--- src/hdl/dsdd_pkg.sv ---
// Shared types, constants and helper functions for the dual stepper
// differential drive block. No dependencies.
package dsdd_pkg;

	localparam int PERIOD_BITS_DEF = 10;
	localparam int COUNT_BITS_DEF = 16;

	localparam int CFG_BITS = 10;
	localparam int SPEED_BITS = 8;
	localparam int DIR_BITS = 9;
	localparam int STEP_BITS = 16;
	localparam int COIL_BITS = 4;
	localparam int MAG_BITS = 7;
	localparam int FACT_BITS = 8;
	localparam int PROD_BITS = MAG_BITS + FACT_BITS;

	localparam int PCT_FULL = 100;
	localparam int MIN_PERIOD_RST = 5;
	localparam int MAX_PERIOD_RST = 50;

	// Division by 100 as a multiply by a rounded-up reciprocal and a shift.
	localparam int RECIP_SHIFT = 30;
	localparam int RECIP_BITS = 24;
	localparam logic [RECIP_BITS-1:0] RECIP_MUL = RECIP_BITS'(((1 << RECIP_SHIFT) + 99) / 100);

	localparam logic signed [SPEED_BITS-1:0] SPEED_HI = 8'sd100;
	localparam logic signed [SPEED_BITS-1:0] SPEED_LO = -8'sd100;
	localparam logic signed [DIR_BITS-1:0] DIR_FULL = 9'sd100;
	localparam logic signed [DIR_BITS-1:0] DIR_LO = -9'sd100;
	localparam logic signed [DIR_BITS-1:0] ROT_QUARTER = 9'sd90;
	localparam logic signed [DIR_BITS-1:0] ROT_HALF = 9'sd180;

	localparam logic REG_MIN_PERIOD = 1'b0;
	localparam logic REG_MAX_PERIOD = 1'b1;

	typedef enum logic [1:0] {
		CMD_DRIVE  = 2'd0,
		CMD_ROTATE = 2'd1,
		CMD_STOP   = 2'd2,
		CMD_TICK   = 2'd3
	} cmd_t;

	typedef enum logic [1:0] {
		ST_OK    = 2'd0,
		ST_SPEED = 2'd1,
		ST_DIR   = 2'd2
	} status_t;

	typedef struct packed {
		cmd_t                         cmd;
		status_t                      status;
		logic [1:0]                   neg;
		logic [1:0][MAG_BITS-1:0]     mag;
		logic [STEP_BITS-1:0]         cnt;
	} item_t;

	function automatic logic [COIL_BITS-1:0] wave(input logic neg, input logic [1:0] k);
		logic [1:0] ph;
		logic [COIL_BITS-1:0] coils;
		ph = neg ? ~k : k;
		unique case (ph)
			2'd0: coils = 4'b1000;
			2'd1: coils = 4'b0010;
			2'd2: coils = 4'b0100;
			default: coils = 4'b0001;
		endcase
		return coils;
	endfunction

endpackage

--- src/hdl/dsdd_mix.sv ---
// Command check and speed mixing: validates a command and derives both motor
// speed magnitudes and signs over two pipeline stages. Uses dsdd_pkg.
module dsdd_mix
	import dsdd_pkg::*;
(
	input  logic                        clk,
	input  logic                        arst_n,
	input  logic                        en,
	input  logic                        v_s1,
	input  cmd_t                        cmd_s1,
	input  logic signed [SPEED_BITS-1:0] spd_s1,
	input  logic signed [DIR_BITS-1:0]  dir_s1,
	input  logic [STEP_BITS-1:0]        cnt_s1,
	output logic                        v_s3,
	output item_t                       item_s3
);

	logic is_drive, is_rot, spd_bad, dir_bad, rot_ok;
	logic [SPEED_BITS-1:0] spd_abs;
	logic [MAG_BITS-1:0] mag;
	logic signed [DIR_BITS-1:0] f_l_w, f_r_w;
	logic [1:0][FACT_BITS-1:0] fact;
	status_t st;
	item_t item_d;

	logic v_s2;
	item_t item_s2;
	logic [1:0][PROD_BITS-1:0] prod_s2;
	logic [1:0][PROD_BITS+RECIP_BITS-1:0] full;
	item_t item_q3;

	always_comb begin
		is_drive = (cmd_s1 == CMD_DRIVE);
		is_rot = (cmd_s1 == CMD_ROTATE);
		spd_bad = (spd_s1 > SPEED_HI) || (spd_s1 < SPEED_LO);
		dir_bad = (dir_s1 > DIR_FULL) || (dir_s1 < DIR_LO);
		rot_ok = (dir_s1 == ROT_QUARTER) || (dir_s1 == -ROT_QUARTER) ||
			(dir_s1 == ROT_HALF) || (dir_s1 == -ROT_HALF);
		priority if (!(is_drive || is_rot)) begin
			st = ST_OK;
		end else if (spd_bad) begin
			st = ST_SPEED;
		end else if (is_drive && dir_bad) begin
			st = ST_DIR;
		end else if (is_rot && !rot_ok) begin
			st = ST_DIR;
		end else begin
			st = ST_OK;
		end
		spd_abs = spd_s1[SPEED_BITS-1] ? (~spd_s1 + 1'b1) : spd_s1;
		mag = spd_abs[MAG_BITS-1:0];
		f_l_w = dir_s1 + DIR_FULL;
		f_r_w = DIR_FULL - dir_s1;
		fact[0] = (is_drive && dir_s1 < 0) ? f_l_w[FACT_BITS-1:0] : FACT_BITS'(PCT_FULL);
		fact[1] = (is_drive && dir_s1 > 0) ? f_r_w[FACT_BITS-1:0] : FACT_BITS'(PCT_FULL);
		item_d.cmd = cmd_s1;
		item_d.status = st;
		item_d.neg[0] = spd_s1[SPEED_BITS-1];
		item_d.neg[1] = spd_s1[SPEED_BITS-1] ^ is_rot;
		item_d.mag = '0;
		item_d.cnt = cnt_s1;
	end

	always_ff @(posedge clk or negedge arst_n) begin
		if (!arst_n) begin
			v_s2 <= 1'b0;
			v_s3 <= 1'b0;
		end else if (en) begin
			v_s2 <= v_s1;
			v_s3 <= v_s2;
		end
	end

	always_comb begin
		item_q3 = item_s2;
		for (int m = 0; m < 2; m++) begin
			full[m] = {{RECIP_BITS{1'b0}}, prod_s2[m]} * {{PROD_BITS{1'b0}}, RECIP_MUL};
			item_q3.mag[m] = full[m][RECIP_SHIFT +: MAG_BITS];
		end
	end

	always_ff @(posedge clk) begin
		if (en) begin
			item_s2 <= item_d;
			for (int m = 0; m < 2; m++) begin
				prod_s2[m] <= {{FACT_BITS{1'b0}}, mag} * {{MAG_BITS{1'b0}}, fact[m]};
			end
			item_s3 <= item_q3;
		end
	end

endmodule

--- src/hdl/dsdd_period.sv ---
// Step period calculation: maps each motor speed magnitude to a period in
// ticks between the configured minimum and maximum. Uses dsdd_pkg.
module dsdd_period
	import dsdd_pkg::*;
#(
	parameter int PERIOD_BITS = PERIOD_BITS_DEF
) (
	input  logic                        clk,
	input  logic                        arst_n,
	input  logic                        en,
	input  logic [PERIOD_BITS-1:0]      min_period,
	input  logic [PERIOD_BITS-1:0]      max_period,
	input  logic                        v_s3,
	input  item_t                       item_s3,
	output logic                        v_s5,
	output item_t                       item_s5,
	output logic [1:0][PERIOD_BITS-1:0] period_s5
);

	localparam int SPAN_PROD_BITS = PERIOD_BITS + MAG_BITS;
	localparam int FULL_BITS = SPAN_PROD_BITS + RECIP_BITS;

	logic [PERIOD_BITS-1:0] hi, span;
	logic [1:0][MAG_BITS-1:0] fact;
	logic [1:0][SPAN_PROD_BITS-1:0] prod_d;

	logic v_s4;
	item_t item_s4;
	logic [1:0][SPAN_PROD_BITS-1:0] prod_s4;
	logic [1:0][FULL_BITS-1:0] full;
	logic [1:0][PERIOD_BITS-1:0] p;

	always_comb begin
		hi = (max_period < min_period) ? min_period : max_period;
		span = hi - min_period;
		for (int m = 0; m < 2; m++) begin
			fact[m] = MAG_BITS'(PCT_FULL) - item_s3.mag[m];
			prod_d[m] = {{MAG_BITS{1'b0}}, span} * {{PERIOD_BITS{1'b0}}, fact[m]};
		end
	end

	always_comb begin
		for (int m = 0; m < 2; m++) begin
			full[m] = {{RECIP_BITS{1'b0}}, prod_s4[m]} * {{SPAN_PROD_BITS{1'b0}}, RECIP_MUL};
			p[m] = min_period + full[m][RECIP_SHIFT +: PERIOD_BITS];
			if (p[m] == '0) begin
				p[m] = PERIOD_BITS'(1);
			end
		end
	end

	always_ff @(posedge clk or negedge arst_n) begin
		if (!arst_n) begin
			v_s4 <= 1'b0;
			v_s5 <= 1'b0;
		end else if (en) begin
			v_s4 <= v_s3;
			v_s5 <= v_s4;
		end
	end

	always_ff @(posedge clk) begin
		if (en) begin
			item_s4 <= item_s3;
			prod_s4 <= prod_d;
			item_s5 <= item_s4;
			period_s5 <= p;
		end
	end

endmodule

--- src/hdl/dsdd_motion.sv ---
// Motion state and result register: applies commands and ticks to the motor
// counters and coil patterns and presents each result. Uses dsdd_pkg.
module dsdd_motion
	import dsdd_pkg::*;
#(
	parameter int PERIOD_BITS = PERIOD_BITS_DEF,
	parameter int COUNT_BITS = COUNT_BITS_DEF
) (
	input  logic                        clk,
	input  logic                        arst_n,
	input  logic                        en,
	input  logic                        v_s5,
	input  item_t                       item_s5,
	input  logic [1:0][PERIOD_BITS-1:0] period_s5,
	output logic                        res_valid,
	output logic [1:0]                  status,
	output logic [COIL_BITS-1:0]        coils_left,
	output logic [COIL_BITS-1:0]        coils_right,
	output logic                        running
);

	logic res_valid_q;
	status_t status_q;
	logic [1:0] moving_q, neg_q;
	logic [1:0][PERIOD_BITS-1:0] reload_q, countdown_q;
	logic [1:0][COUNT_BITS-1:0] steps_q;
	logic [1:0][COIL_BITS-1:0] coil_q;
	logic [COUNT_BITS-1:0] limit_q;
	logic active_q;

	logic [1:0] moving_d, neg_d, expired;
	logic [1:0][PERIOD_BITS-1:0] reload_d, countdown_d;
	logic [1:0][COUNT_BITS-1:0] steps_d;
	logic [1:0][COIL_BITS-1:0] coil_d;
	logic [COUNT_BITS-1:0] limit_d;
	logic active_d, finished;

	always_comb begin
		moving_d = moving_q;
		neg_d = neg_q;
		reload_d = reload_q;
		countdown_d = countdown_q;
		steps_d = steps_q;
		coil_d = coil_q;
		limit_d = limit_q;
		active_d = active_q;
		expired = '0;
		finished = 1'b0;
		unique case (item_s5.cmd)
			CMD_DRIVE, CMD_ROTATE: begin
				if (item_s5.status == ST_OK) begin
					for (int m = 0; m < 2; m++) begin
						moving_d[m] = (item_s5.mag[m] != '0);
						neg_d[m] = item_s5.neg[m];
						reload_d[m] = moving_d[m] ? period_s5[m] : '0;
						countdown_d[m] = reload_d[m];
						steps_d[m] = '0;
						coil_d[m] = moving_d[m] ? wave(neg_d[m], 2'd0) : '0;
					end
					limit_d = COUNT_BITS'(item_s5.cnt);
					active_d = |moving_d;
				end
			end
			CMD_STOP: begin
				active_d = 1'b0;
				coil_d = '0;
			end
			default: begin
				if (active_q) begin
					for (int m = 0; m < 2; m++) begin
						if (moving_q[m]) begin
							if (countdown_q[m] != '0) begin
								countdown_d[m] = countdown_q[m] - 1'b1;
							end
							if (countdown_d[m] == '0) begin
								expired[m] = 1'b1;
								steps_d[m] = steps_q[m] + 1'b1;
								if (limit_q != '0 && steps_d[m] == limit_q) begin
									finished = 1'b1;
								end
							end
						end
					end
					if (finished) begin
						active_d = 1'b0;
					end else begin
						for (int m = 0; m < 2; m++) begin
							if (expired[m]) begin
								coil_d[m] = wave(neg_q[m], steps_d[m][1:0]);
								countdown_d[m] = reload_q[m];
							end
						end
					end
				end
			end
		endcase
	end

	always_ff @(posedge clk or negedge arst_n) begin
		if (!arst_n) begin
			res_valid_q <= 1'b0;
			status_q <= ST_OK;
			moving_q <= '0;
			neg_q <= '0;
			reload_q <= '0;
			countdown_q <= '0;
			steps_q <= '0;
			coil_q <= '0;
			limit_q <= '0;
			active_q <= 1'b0;
		end else if (en) begin
			res_valid_q <= v_s5;
			if (v_s5) begin
				status_q <= item_s5.status;
				moving_q <= moving_d;
				neg_q <= neg_d;
				reload_q <= reload_d;
				countdown_q <= countdown_d;
				steps_q <= steps_d;
				coil_q <= coil_d;
				limit_q <= limit_d;
				active_q <= active_d;
			end
		end
	end

	assign res_valid = res_valid_q;
	assign status = status_q;
	assign coils_left = coil_q[0];
	assign coils_right = coil_q[1];
	assign running = active_q;

endmodule

--- src/hdl/dual_stepper_differential_drive.sv ---
// Top level of the dual stepper differential drive controller: input register,
// period registers and flow control around dsdd_mix, dsdd_period and dsdd_motion.
// Uses dsdd_pkg.
//
// Each command transaction on the cmd channel (drive, rotate, stop or a
// one millisecond tick) yields exactly one result transaction on the res
// channel carrying the status, both coil patterns and the running flag.
// The two period registers are to be written by the user through cfg_we,
// cfg_index and cfg_wdata only while no transaction is in flight; the block
// itself does not enforce this. It is a six-register pipeline and takes
// one command transaction every cycle while res_stall does not hold a pending
// result; the motion state is updated only in the last stage, so commands act
// in order.
// Reset clears the pipeline, stops both motors, turns all coils off and
// loads the period registers with 5 and 50 ticks.
// While res_stall holds a pending result, the whole pipeline freezes and
// cmd_stall is raised in the same cycle; no transaction is lost.
module dual_stepper_differential_drive
	import dsdd_pkg::*;
#(
	parameter int PERIOD_BITS = PERIOD_BITS_DEF,
	parameter int COUNT_BITS = COUNT_BITS_DEF
) (
	input  logic                         clk,
	input  logic                         arst_n,
	input  logic                         cfg_we,
	input  logic                         cfg_index,
	input  logic [CFG_BITS-1:0]          cfg_wdata,
	input  logic                         cmd_valid,
	output logic                         cmd_stall,
	input  logic [1:0]                   command,
	input  logic signed [SPEED_BITS-1:0] speed,
	input  logic signed [DIR_BITS-1:0]   direction,
	input  logic [STEP_BITS-1:0]         step_count,
	output logic                         res_valid,
	input  logic                         res_stall,
	output logic [1:0]                   status,
	output logic [COIL_BITS-1:0]         coils_left,
	output logic [COIL_BITS-1:0]         coils_right,
	output logic                         running
);

	logic en;
	logic [PERIOD_BITS-1:0] min_period_q, max_period_q;

	logic v_s1;
	cmd_t cmd_s1;
	logic signed [SPEED_BITS-1:0] spd_s1;
	logic signed [DIR_BITS-1:0] dir_s1;
	logic [STEP_BITS-1:0] cnt_s1;

	logic v_s3, v_s5;
	item_t item_s3, item_s5;
	logic [1:0][PERIOD_BITS-1:0] period_s5;

	assign en = !res_valid || !res_stall;
	assign cmd_stall = !en;

	always_ff @(posedge clk or negedge arst_n) begin
		if (!arst_n) begin
			min_period_q <= PERIOD_BITS'(MIN_PERIOD_RST);
			max_period_q <= PERIOD_BITS'(MAX_PERIOD_RST);
		end else if (cfg_we) begin
			unique case (cfg_index)
				REG_MIN_PERIOD: min_period_q <= PERIOD_BITS'(cfg_wdata);
				default: max_period_q <= PERIOD_BITS'(cfg_wdata);
			endcase
		end
	end

	always_ff @(posedge clk or negedge arst_n) begin
		if (!arst_n) begin
			v_s1 <= 1'b0;
		end else if (en) begin
			v_s1 <= cmd_valid;
		end
	end

	always_ff @(posedge clk) begin
		if (en) begin
			cmd_s1 <= cmd_t'(command);
			spd_s1 <= speed;
			dir_s1 <= direction;
			cnt_s1 <= step_count;
		end
	end

	dsdd_mix u_mix (
		.clk     (clk),
		.arst_n  (arst_n),
		.en      (en),
		.v_s1    (v_s1),
		.cmd_s1  (cmd_s1),
		.spd_s1  (spd_s1),
		.dir_s1  (dir_s1),
		.cnt_s1  (cnt_s1),
		.v_s3    (v_s3),
		.item_s3 (item_s3)
	);

	dsdd_period #(
		.PERIOD_BITS (PERIOD_BITS)
	) u_period (
		.clk        (clk),
		.arst_n     (arst_n),
		.en         (en),
		.min_period (min_period_q),
		.max_period (max_period_q),
		.v_s3       (v_s3),
		.item_s3    (item_s3),
		.v_s5       (v_s5),
		.item_s5    (item_s5),
		.period_s5  (period_s5)
	);

	dsdd_motion #(
		.PERIOD_BITS (PERIOD_BITS),
		.COUNT_BITS  (COUNT_BITS)
	) u_motion (
		.clk         (clk),
		.arst_n      (arst_n),
		.en          (en),
		.v_s5        (v_s5),
		.item_s5     (item_s5),
		.period_s5   (period_s5),
		.res_valid   (res_valid),
		.status      (status),
		.coils_left  (coils_left),
		.coils_right (coils_right),
		.running     (running)
	);

endmodule

--- config.mk ---
export PLATFORM = sky130hd
export DESIGN_NAME = dual_stepper_differential_drive
export DESIGN_NICKNAME = d
export VERILOG_FILES = /design/src/hdl/dsdd_pkg.sv /design/src/hdl/dsdd_mix.sv /design/src/hdl/dsdd_period.sv /design/src/hdl/dsdd_motion.sv /design/src/hdl/dual_stepper_differential_drive.sv
export SDC_FILE = /design/constraint.sdc
export NUM_CORES = 2
export LEC_CHECK = 0
export BUFFER_PORTS_ARGS = -buffer_cell sky130_fd_sc_hd__buf_2
export CORE_ASPECT_RATIO = 1.25
export CORE_MARGIN = 3
export CORE_UTILIZATION = 55
export DETAILED_ROUTE_END_ITERATION = 6
export GPL_TIMING_DRIVEN = 0
export PLACE_DENSITY_LB_ADDON = 0.15
export REMOVE_ABC_BUFFERS = 1
export SKIP_LAST_GASP = 1
export SLEW_MARGIN = 10
export SYNTH_ARGS = -nofsm -noshare
export SYNTH_HDL_FRONTEND = slang
export SYNTH_SLANG_ARGS = --single-unit
--- constraint.sdc ---
create_clock -name clk -period 24.2 [get_ports clk]
set_input_delay 2.42 -clock clk [delete_from_list [all_inputs] [get_ports clk]]
set_output_delay 2.42 -clock clk [all_outputs]
set_load 0.005 [all_outputs]
# Word level (Yosys, flattened, before mapping)
# Cells that the tools add are included.
# classes
order_cmp,7
bitwise,7
muxes,72
n_reduce_logical,55
mul,8
n_eq_ne,19
addsub,12
# op_table
operator,n
$mux W10,15
$mux W16,8
$mul A17 B24 Y40 const B,2
$mul A15 B24 Y37 const B,2
$mux W32,2
$pmux W32 S2,1
$mux W20,3
$pmux W4 S3,4
$logic_not A10 Y1,4
$mux W8,5
$pmux W20 S2,1
$mul A10 B7 Y17,2
$add A16 B1 Y16 const B,2
$eq A16 B16 Y1,2
$mul A7 B8 Y15,2
$reduce_bool A3 Y1,7
$add A10 B10 Y10,2
$mux W1,20
$reduce_bool A10 Y1,2
$sub A10 B1 Y10 const B,2
$eq A9 B8 Y1 const B,2
$eq A9 B9 Y1 const B,2
$mux W4,4
$pmux W8 S2,1
other kinds (38),83
# word_totals
reg_bits,378

# Depth between registers and ports, before layout
# logic_depth
depth_word,18
ltp_mapped,36

# Cells and area by module
# From an unflattened synthesis, not the netlist that was laid out.
# unflattened
hier_cells,4733
hier_area_um2,48477.7
# modules_own_cells
module,n_inst,area_per_inst_um2,seq_area_each_um2,cells_each
dsdd_period,1,21809.7,3833.7,2036
dsdd_mix,1,17640.7,2692.6,1747
dsdd_motion,1,7139.3,2602.5,868
dual_stepper_differential_drive,1,1888.1,1582.8,82

# Worst setup path before layout
# OpenSTA, ideal clock, no wires.
# synth_timing
path_kind,input -> register
startpoint,input port res_stall
endpoint,register u_motion.steps_q[12] (netlist bit)
arrival_time_ns,12.501
cell_stages,8
slack_ns,11.565
path_cell_list,nand2_1 clkbuf_1 nand4_1 nand2_1 o21ai_1 buf_2 o21ai_0 o31ai_1
# synth_between
elab_chain_len,3
# synth_rtl
item,line,source
from (decl),dual_stepper_differential_drive.sv:36,"input logic res_stall,"
$logic_not A1 Y1,dual_stepper_differential_drive.sv:56,assign en = !res_valid || !res_stall;
$logic_or A1 B1 Y1,dual_stepper_differential_drive.sv:56,
$reduce_and A7 Y1 (no source line),--,
to (signal assigned),dsdd_motion.sv:119,steps_q <= steps_d;
to (decl),dsdd_motion.sv:26,logic [1:0][COUNT_BITS-1:0] steps_q;
# No other way between the ends.
# A chain may end at the register's enable or synchronous reset.

==> results.cfg <==
[timing]
setup_viol = 0
timing.fmax_mhz = 105
setup_ws_ps = 14650
setup_tns_ps = 0
rsz0062_at_grt = no
skew_ps = 32.9
min_period_ps = 9550
maxSlewHeadroom_pct = 16.3
worst_pin_slew_ps = 1250
drv_slew = 0
hold_viol = 0
finalCritPeriodShare_pct = 39.5

[clock_tree]
cts_setup_buffers = 0
cts_buffers = 44
clock_latency_ps = 600
clk_transition_reported_paths_ps = 60
cts_tree = built
clockRootBuffer = clkbuf_16
cts.hold.buffers_added = 0
cts_buffer_depth = 3
htreeDepth = 2
cts_resized = 0
clkSinkCount = 378

[routing]
drc = 0
drt_first_pass_iters = 5
detail_route.wirelength_um = 104000
drt_iter0_drc = 1428
vias = 31517
postRouteAntennaNets = 0
viasPerCell = 5.47
wire_per_inst_um = 18.1

[worst_hold_path]
hold_path_class = register to register
hp-start = u_mix.item_s3[0]
hold_depth = 0

[yosys]
synth_top_area_share_pct = 25.7
yosysTopAreaCell = fa_1
synth_area_leaders = fa_1 (26%), ha_1 (21%), edfxtp_1 (16%)
ys_seq_area_share_pct = 22.5
syn_inst = 4537
synth-seq-cells = 378
yosysMostFrequentCell = inv_1
ys_warn_count = 0
ys.flop_type = edfxtp_1
synth_edf_count = 249
synth_cell_types = 99
async_reset_ff_share_pct = 34.1
syn_area_per_cell_um2 = 10.5
syn_area_um2 = 47600
ys_top_cells_by_count = inv_1 (891), ha_1 (817), fa_1 (611)

[placed_design]
port_buffers = 63
gp_congestion = 0.922
dp_slack_ps = 14640
hpwl_um = 87400

[final_layout]
ff_latch_area_um2 = 10700
drive_gt1_share_pct = 5.48
nets = 6058
insertedDiodeCount = 0
fill_cells = 7214
final_core_util_pct = 59.6
multi_input_area_um2 = 33200
area_delta_synth_final_pct = 6.48

[global_route]
grt_first_pass_wirelength_um = 174000
grt_use_total_pct = 24.2
grt-ovfl-total = 0
grt_use_met3_pct = 2.64
first_global_vias = 33565
top_usage_layer = met2
met2_usage_pct = 43.2
antenna_found_initial = 0
use_met1_pct = 30.9
grt_start_max_net_pins = 80

[worst_setup_path]
path_class = register to register
reg2regPathDepth = 34
path_max_fanout = 10
timing.rr.start = min_period_q[1]
slowest_stage = xnor2_1
slowest_delay_ps = 840
worstPathArrival_ps = 9940
cp_common_cell = a21o_1
cp.required_ps = 24580
critPathCaptureType = register
start_kind = register
crit_start = min_period_q[1]

[floorplan]
die_width_um = 269
initial_utilization_pct = 56.0
io_pins = 64
die_area_um2 = 90100
design.core.area_um2 = 85000
rows = 119
die-height_um = 335

[run]
cap_viol_max_count = 0

[outcome]
status = complete, no violations
==> cells in the final DEF, fill, tap and decap left out, drive strengths merged, types with 11 or more instances in the layout <==
| cell | n |
|---|---|
| mux2 | 31 |
| ha | 817 |
| clkbuf | 51 |
| or4 | 18 |
| dfrtp | 124 |
| nand4 | 38 |
| xnor2 | 139 |
| nor2 | 264 |
| a31oi | 29 |
| nor2b | 32 |
| nor3 | 44 |
| a21o | 70 |
| inv | 897 |
| nand2b | 35 |
| or2 | 27 |
| o21ai | 150 |
| o211ai | 17 |
| o21bai | 14 |
| edfxtp | 249 |
| o31ai | 27 |
| o21a | 15 |
| a21oi | 160 |
| or3 | 12 |
| a211oi | 24 |
| o2111ai | 11 |
| fa | 611 |
| nand3 | 60 |
| nor3b | 11 |
| nor4 | 19 |
| buf | 74 |
| and3 | 24 |
| clkinv | 17 |
| xor2 | 73 |
| and2 | 23 |
| nand2 | 269 |
==> through the flow <==
step	std cells	hold WS, ps	instance area (um^2)
after floorplan	4459	400	47200
after global placement	5671	400	49000
after detailed placement	5682	405	49200
after CTS	5763	402	50700
after global routing	5763	409	50700
final	5763	401	50700
==> cell type report <==
| class | instances | area share (%) |
|---|---|---|
| Multi-Input combinational cell | 3190 | 65.5 |
| Sequential cell | 378 | 21.1 |
| Inverter | 891 | 6.60 |
| Tap cell | 1149 | 2.84 |
| Clock buffer | 51 | 2.28 |
| Timing Repair Buffer | 74 | 0.983 |
| Clock inverter | 30 | 0.647 |
==> critical path, delay by kind of cell, from the launching register on <==
| family | cells | cell delay, ps |
|---|---|---|
| AOI/OAI and AO/OA | 16 | 2970 |
| xor gates and xnor gates | 2 | 1050 |
| adders and majority gates | 7 | 3010 |
| buffers and inverters | 3 | 270 |
| DFF | 1 | 650 |
| muxes | 1 | 330 |
| and+or+nand+nor | 5 | 1040 |
==> path summary, 6_finish.rpt <==
path / to / slack (ps)
max: u_period.prod_s4[32] / 14650
min: u_period.item_s4[0] / 400
max reg2reg: u_period.prod_s4[32] / 14650
min reg2reg: u_period.item_s4[0] / 400
max in group asynchronous: u_mix.v_s2 / 21620
min in group asynchronous: u_motion.reload_q[0] / 1770
==> logic make-up (layout without fill, tap and decap cells) <==
family                     Yosys count  after routing  share of synthesized area (%)
buffers and inverters              969           1046                           7.81
adders and majority gates         1428           1428                           47.2
xor gates and xnor gates           212            212                           3.90
AOI/OAI and AO/OA                  612            612                           8.36
DFF                                378            378                           22.5
and+or+nand+nor                    897            897                           9.20
muxes                               41             41                           1.02
==> flip-flops by register name, indices dropped and copies added (netlist names), 4 cells and up <==
| register | count |
|---|---|
| cnt_s1 | 16 |
| u_mix.item_s3 | 36 |
| u_period.prod_s4 | 34 |
| spd_s1 | 8 |
| u_period.item_s5 | 36 |
| dir_s1 | 9 |
| u_mix.item_q3 | 22 |
| u_motion.countdown_q | 20 |
| min_period_q | 10 |
| u_motion.coils_left | 4 |
| u_motion.coils_right | 4 |
| u_motion.limit_q | 16 |
| u_period.item_s4 | 36 |
| u_period.period_s5 | 20 |
| u_mix.prod_s2 | 30 |
| u_motion.steps_q | 32 |
| max_period_q | 10 |
| u_motion.reload_q | 20 |
==> metal layers <==
metal	routed length, um	up-vias
met4	3460	0
met2	53600	518
met3	3230	172
met5	0	-
li1	-	15182
met1	44000	15645
Power is left out: the tool's default activity adds up to more than one toggle a clock period on the data nets, which glitch-free logic cannot reach.
